$ cat config.mk
export PLATFORM = sky130hd
export DESIGN_NAME = color_key_alpha_blend_pixel_unit
export DESIGN_NICKNAME = d
export VERILOG_FILES = /design/src/ckab_pkg.sv /design/src/ckab_apb_regs.sv /design/src/color_key_alpha_blend_pixel_unit.sv
export SDC_FILE = /design/constraint.sdc
export NUM_CORES = 2
export LEC_CHECK = 0
export BUFFER_PORTS_ARGS = -buffer_cell sky130_fd_sc_hd__clkbuf_2
export CAP_MARGIN = 20
export CORE_MARGIN = 2
export CORE_UTILIZATION = 65
export CTS_BUF_LIST = sky130_fd_sc_hd__clkbuf_2 sky130_fd_sc_hd__clkbuf_4 sky130_fd_sc_hd__clkbuf_8
export CTS_CLUSTER_SIZE = 28
export DETAILED_ROUTE_END_ITERATION = 7
export PLACE_DENSITY = 0.86
export SKIP_CTS_REPAIR_TIMING = 1
export SLEW_MARGIN = 5
export SYNTH_ARGS = -nofsm -noshare
export SYNTH_HDL_FRONTEND = slang
export SYNTH_HIERARCHICAL = 1
export SYNTH_SLANG_ARGS = --single-unit
$ cat constraint.sdc
create_clock -name clk -period 21.8 [get_ports clk]
set_clock_uncertainty 0.15 [all_clocks]
set_input_delay 2.18 -clock clk [delete_from_list [all_inputs] [get_ports clk]]
set_output_delay 2.18 -clock clk [all_outputs]
set_load 0.05 [all_outputs]
$ cat src/ckab_pkg.sv
// shared constants and types for the colour key alpha blend pixel unit
`timescale 1ns / 1ps

package ckab_pkg;

	localparam int unsigned CHAN_W   = 8;
	localparam int unsigned PIXEL_W  = 3 * CHAN_W;
	localparam int unsigned OPA_W    = 7;
	localparam int unsigned SUM_W    = CHAN_W + OPA_W;
	localparam int unsigned RECIP_W  = 13;
	localparam int unsigned PROD_W   = SUM_W + RECIP_W;
	localparam int unsigned RECIP_SH = 19;

	localparam logic [OPA_W-1:0]   OPACITY_FULL = 7'd100;
	// 2^19 / 100 rounded up, exact for sums below 25600
	localparam logic [RECIP_W-1:0] RECIP_100    = 13'd5243;

	typedef enum logic [1:0] {
		REG_KEY_COLOR = 2'd0,
		REG_TOLERANCE = 2'd1,
		REG_OPACITY   = 2'd2
	} reg_idx_t;

	typedef struct packed {
		logic [PIXEL_W-1:0] key_color;
		logic [CHAN_W-1:0]  tolerance;
		logic [OPA_W-1:0]   opacity;
	} cfg_t;

endpackage

$ cat src/ckab_apb_regs.sv
// apb configuration registers: key colour, tolerance and clamped opacity
`timescale 1ns / 1ps

module ckab_apb_regs (
	input  logic                clk,
	input  logic                arst_n,
	input  logic                psel,
	input  logic                penable,
	input  logic                pwrite,
	input  logic [3:0]          paddr,
	input  logic [31:0]         pwdata,
	output logic [31:0]         prdata,
	output logic                pready,
	output ckab_pkg::cfg_t      cfg
);
	import ckab_pkg::*;

	cfg_t             cfg_q;
	logic             wr_en;
	logic [OPA_W-1:0] opa_wr;

	assign pready = 1'b1;
	assign wr_en  = psel & penable & pwrite & pready;
	assign opa_wr = (pwdata[OPA_W-1:0] > OPACITY_FULL) ? OPACITY_FULL : pwdata[OPA_W-1:0];
	assign cfg    = cfg_q;

	always_ff @(posedge clk or negedge arst_n) begin
		if (!arst_n) begin
			cfg_q.key_color <= '0;
			cfg_q.tolerance <= '0;
			cfg_q.opacity   <= OPACITY_FULL;
		end else if (wr_en) begin
			case (paddr[3:2])
				REG_KEY_COLOR: cfg_q.key_color <= pwdata[PIXEL_W-1:0];
				REG_TOLERANCE: cfg_q.tolerance <= pwdata[CHAN_W-1:0];
				REG_OPACITY:   cfg_q.opacity   <= opa_wr;
				default: ;
			endcase
		end
	end

	always_comb begin
		case (paddr[3:2])
			REG_KEY_COLOR: prdata = {8'd0, cfg_q.key_color};
			REG_TOLERANCE: prdata = {24'd0, cfg_q.tolerance};
			REG_OPACITY:   prdata = {25'd0, cfg_q.opacity};
			default:       prdata = '0;
		endcase
	end

endmodule

$ cat src/color_key_alpha_blend_pixel_unit.sv
// top level: colour key test and per-channel alpha blend of one pixel pair per word
//
// channel   dir   handshake          payload
// s_*       in    tvalid / tready    tdata = sprite_pixel, background_pixel
// m_*       out   tvalid / tready    tdata = blended_pixel, tuser = was_keyed
// apb       in    psel / penable     key_color @0x0, tolerance @0x4, opacity @0x8
//
// one word per cycle sustained while m_tready stays high, three register stages; an
// accepted word passes through all three before m_tvalid rises
// stages: input register, key test and products, reciprocal scale and select
// reset clears the stage valid bits and loads key 0, tolerance 0, opacity 100
// a low m_tready holds each stage that is full; empty stages still fill
`timescale 1ns / 1ps

module color_key_alpha_blend_pixel_unit (
	input  logic        clk,
	input  logic        arst_n,
	input  logic        s_tvalid,
	output logic        s_tready,
	input  logic [47:0] s_tdata,  // sprite_pixel [23:0], background_pixel [47:24]
	output logic        m_tvalid,
	input  logic        m_tready,
	output logic [23:0] m_tdata,  // blended_pixel [23:0]
	output logic [0:0]  m_tuser,  // was_keyed [0]
	input  logic        psel,
	input  logic        penable,
	input  logic        pwrite,
	input  logic [3:0]  paddr,
	input  logic [31:0] pwdata,
	output logic [31:0] prdata,
	output logic        pready
);
	import ckab_pkg::*;

	cfg_t cfg;

	logic               v_s1, v_s2, v_s3;
	logic               adv1, adv2, adv3;
	logic [PIXEL_W-1:0] spr_s1, bg_s1;
	logic [PIXEL_W-1:0] bg_s2;
	logic [SUM_W-1:0]   sum_s2 [3];
	logic               keyed_s2;
	logic [PIXEL_W-1:0] pix_s3;
	logic               keyed_s3;

	logic               keyed_c;
	logic [SUM_W-1:0]   sum_c [3];
	logic [PROD_W-1:0]  prod_c [3];
	logic [PIXEL_W-1:0] pix_c;

	ckab_apb_regs u_regs (
		.clk     (clk),
		.arst_n  (arst_n),
		.psel    (psel),
		.penable (penable),
		.pwrite  (pwrite),
		.paddr   (paddr),
		.pwdata  (pwdata),
		.prdata  (prdata),
		.pready  (pready),
		.cfg     (cfg)
	);

	assign adv3     = !v_s3 || m_tready;
	assign adv2     = !v_s2 || adv3;
	assign adv1     = !v_s1 || adv2;
	assign s_tready = adv1;

	// key test and weighted sums
	always_comb begin
		logic [CHAN_W-1:0] s, b, c;
		logic [CHAN_W:0]   d;
		logic [OPA_W-1:0]  inv_opa;
		keyed_c = 1'b1;
		inv_opa = OPACITY_FULL - cfg.opacity;
		for (int k = 0; k < 3; k++) begin
			s = spr_s1[k*CHAN_W +: CHAN_W];
			b = bg_s1[k*CHAN_W +: CHAN_W];
			c = cfg.key_color[k*CHAN_W +: CHAN_W];
			d = (s >= c) ? ({1'b0, s} - {1'b0, c}) : ({1'b0, c} - {1'b0, s});
			if (d > {1'b0, cfg.tolerance}) begin
				keyed_c = 1'b0;
			end
			sum_c[k] = ({{OPA_W{1'b0}}, s} * {{CHAN_W{1'b0}}, cfg.opacity})
			         + ({{OPA_W{1'b0}}, b} * {{CHAN_W{1'b0}}, inv_opa});
		end
	end

	// divide by 100 through the reciprocal, then pick background when keyed
	always_comb begin
		for (int k = 0; k < 3; k++) begin
			prod_c[k] = {{RECIP_W{1'b0}}, sum_s2[k]} * {{SUM_W{1'b0}}, RECIP_100};
			pix_c[k*CHAN_W +: CHAN_W] = keyed_s2 ? bg_s2[k*CHAN_W +: CHAN_W]
			                                     : prod_c[k][RECIP_SH +: CHAN_W];
		end
	end

	always_ff @(posedge clk or negedge arst_n) begin
		if (!arst_n) begin
			v_s1 <= 1'b0;
			v_s2 <= 1'b0;
			v_s3 <= 1'b0;
		end else begin
			if (adv1) v_s1 <= s_tvalid;
			if (adv2) v_s2 <= v_s1;
			if (adv3) v_s3 <= v_s2;
		end
	end

	always_ff @(posedge clk) begin
		if (adv1 && s_tvalid) begin
			spr_s1 <= s_tdata[PIXEL_W-1:0];
			bg_s1  <= s_tdata[2*PIXEL_W-1:PIXEL_W];
		end
		if (adv2 && v_s1) begin
			bg_s2    <= bg_s1;
			sum_s2   <= sum_c;
			keyed_s2 <= keyed_c;
		end
		if (adv3 && v_s2) begin
			pix_s3   <= pix_c;
			keyed_s3 <= keyed_s2;
		end
	end

	assign m_tvalid   = v_s3;
	assign m_tdata    = pix_s3;
	assign m_tuser[0] = keyed_s3;

`ifndef SYNTHESIS
	a_accept_fills_s1: assert property (@(posedge clk) disable iff (!arst_n)
		(s_tvalid && s_tready) |=> v_s1)
		else $error("accepted word did not reach stage one");

	a_s1_held: assert property (@(posedge clk) disable iff (!arst_n)
		(v_s1 && !adv2) |=> (v_s1 && $stable(spr_s1) && $stable(bg_s1)))
		else $error("stalled stage one word lost or changed");

	a_key_flag_carried: assert property (@(posedge clk) disable iff (!arst_n)
		(v_s2 && adv3) |=> (m_tvalid && (m_tuser[0] == $past(keyed_s2))))
		else $error("key flag not carried to the output");

	a_quotient_range: assert property (@(posedge clk) disable iff (!arst_n)
		v_s2 |-> (!prod_c[0][PROD_W-1] && !prod_c[1][PROD_W-1] && !prod_c[2][PROD_W-1]))
		else $error("reciprocal product out of range");
`endif

endmodule
==> run summary <==
CP Class = reg2reg
Period minus WS final = 7.959 ns
clock latency on the worst-skew pair = 0.57 ns
sequential area share after synthesis = 17.49%
die area = 48790 um2
gpl congestion = 0.9400
n_diodes = 0
Routed Antenna Nets = 0
Fill cells = 3308
clock root cell = clkbuf_8
ys flop type = edfxtp_1
commonest non-fill, non-tap cell in the layout = inv_1
crit path max fanout = 22
endpoint type of the worst setup path = flip-flop
first drt pass iteration count = 5
Post-synth ARST share = 22.70%
final count of pins violating max slew = 0
first-pass GRT wire length = 115400 um
synthesized flop and latch total = 185
Detailed Route Iter0 Violations = 1286
grt ovf = 0
floorplan row count = 79
Initial Utilization = 65.82%
clk sinks = 185
Avg WL per Cell = 18.20 um
worst hold path type = reg2reg
Post-synth EDFFs = 143
IO Count = 151
largest net degree at the start of global routing = 71
fin nets = 4225
outcome = finished, final reports clean
RSZ-0062 raised after global routing = false
Cells after Synth = 3023
Total GRT Usage = 29.67%
Max Clk Rate = 125.7 MHz
TritonCTS Buffers = 17
layout cells sized above 1 = 7.707%
vias in the first global route = 23500
Cell Area, Synth = 30580 um2
Worst-Margin Slew = 1.009 ns
hold path start = v_s1
hpwl dp = 57470 um
syn_area_per_cell = 10.11 um2
Total Neg Setup Slack = 0 ns
CTS tree = done
core area = 46460 um2
reg2reg start = u_regs/cfg[1]
Vias = 21320
# DRC = 0
final setup vio count = 0
maxcap violations = 0
Clock transition at path regs = 0.10 ns
Final Hold Viols = 0
initial antenna violation count = 0
Layout area overhead = 5.541%
WL final = 68430 um
crit start category = flip-flop
commonest non-fill, non-tap cells in the layout = inv_1 (736), ha_1 (544), fa_1 (450), nand2_1 (229), and2_1 (185)
die width = 220.9 um
Die Y = 220.9 um
post-synth cell types = 79
period utilization = 36.51%
area of the multi-input gates = 22220 um2
max_slew headroom = 32.76%
Crit path required time = 21.96 ns
CTS max path bufs = 2
start point of the critical path = u_regs/cfg[1]
crit path DAT = 8.12 ns
port bufs = 131
Via density = 5.669
FF/Latch Area = 5349 um2
H-tree Lvls = 4
warning count from the yosys run = 6
==> sequential cells by signal (all words and copies together), names as in the netlist <==
register,cells
bg_s1,24
bg_s2,24
keyed_s2,1
m_tdata,24
m_tuser,1
m_tvalid,1
spr_s1,24
sum_s2,45
u_regs/cfg,39
v_s1,1
v_s2,1
==> synthesized netlist by cell type (all sizes together), types with 21 or more instances <==
cell type,number,area share (%)
inv,738,9.1
ha,544,22
fa,450,29
nand2,230,2.8
and2,188,3.9
edfxtp,143,14
o21ai,92,1.5
nor2,76,0.93
xnor2,67,1.9
a21oi,63,1.0
mux2,42,1.6
dfrtp,39,3.2
clkbuf,38,0.47
xor2,29,0.83
nor3,25,0.45
nand3,21,0.36
==> stage by stage <==
step	utilization (%)	hold slack (ns)	cell area (um2)	worst slack, ns	cells
detailed placement	68.58	0.3356	31860	13.92	3727
CTS	69.45	0.3621	32260	13.92	3759
global route	69.46	0.3842	32270	13.53	3760
floorplan	-	0.2994	30600	14.94	3030
global placement	68.58	0.3116	31860	14.17	3727
finish	69.46	0.3524	32270	13.84	3760
==> critical path: stages, from the launching register on <==
cell and delay [ns]:
dfrtp_1 0.55, inv_1 0.10, buf_4 0.31, ha_1 0.26, inv_1 0.06, a21o_1 0.19, o21ai_0 0.19, xor2_1 0.60
buf_4 0.35, nand2_1 0.10, fa_1 0.46, fa_1 0.50, inv_1 0.06, fa_1 0.50, fa_1 0.43, fa_1 0.49
inv_1 0.05, fa_1 0.47, inv_1 0.04, ha_1 0.33, a21o_1 0.20, a31oi_1 0.18, o21ai_0 0.16, o41ai_1 0.54
mux2i_1 0.28, nand4_1 0.11
==> final timing paths <==
| path | endpoint | slack (ns) | depth (start not counted) |
|---|---|---|---|
| min in group asynchronous | u_regs/cfg[27] | 1.52 | 2 |
| max reg2reg | sum_s2[29] | 13.84 | 25 |
| max | sum_s2[29] | 13.84 | 25 |
| max in group asynchronous | u_regs/cfg[37] | 19.54 | 2 |
| min reg2reg | v_s2 | 0.35 | 1 |
| min | v_s2 | 0.35 | 1 |
==> final cells by class <==
cell class	instances	share of cell area, %
Clock buffer	20	0.8336
Clock inverter	12	0.4226
Inverter	738	8.584
Multi-Input combinational cell	2052	68.85
Sequential cell	185	16.57
Tap cell	607	2.353
Timing Repair Buffer	146	2.381
==> cell families after synthesis <==
group / synth area share, %
simple gates: 10.10
xor+xnor: 2.750
mux: 2.140
other cells: 0.02456
fa+ha+maj: 51.72
compound gates: 5.835
flops: 17.49
buf+inv: 9.935
==> layer usage <==
layer | track usage [%] | up-vias | share of wire [%]
met3 | 4.727 | 176 | 5.7
met2 | 50.28 | 720 | 49
met4 | 12.54 | 0 | 3.9
met5 | 0 | - | 0
met1 | 38.04 | 10620 | 41
li1 | - | 9799 | -
Power is not shown: default switching activity piles up to over one toggle a cycle in this logic, so the estimate is an artifact.
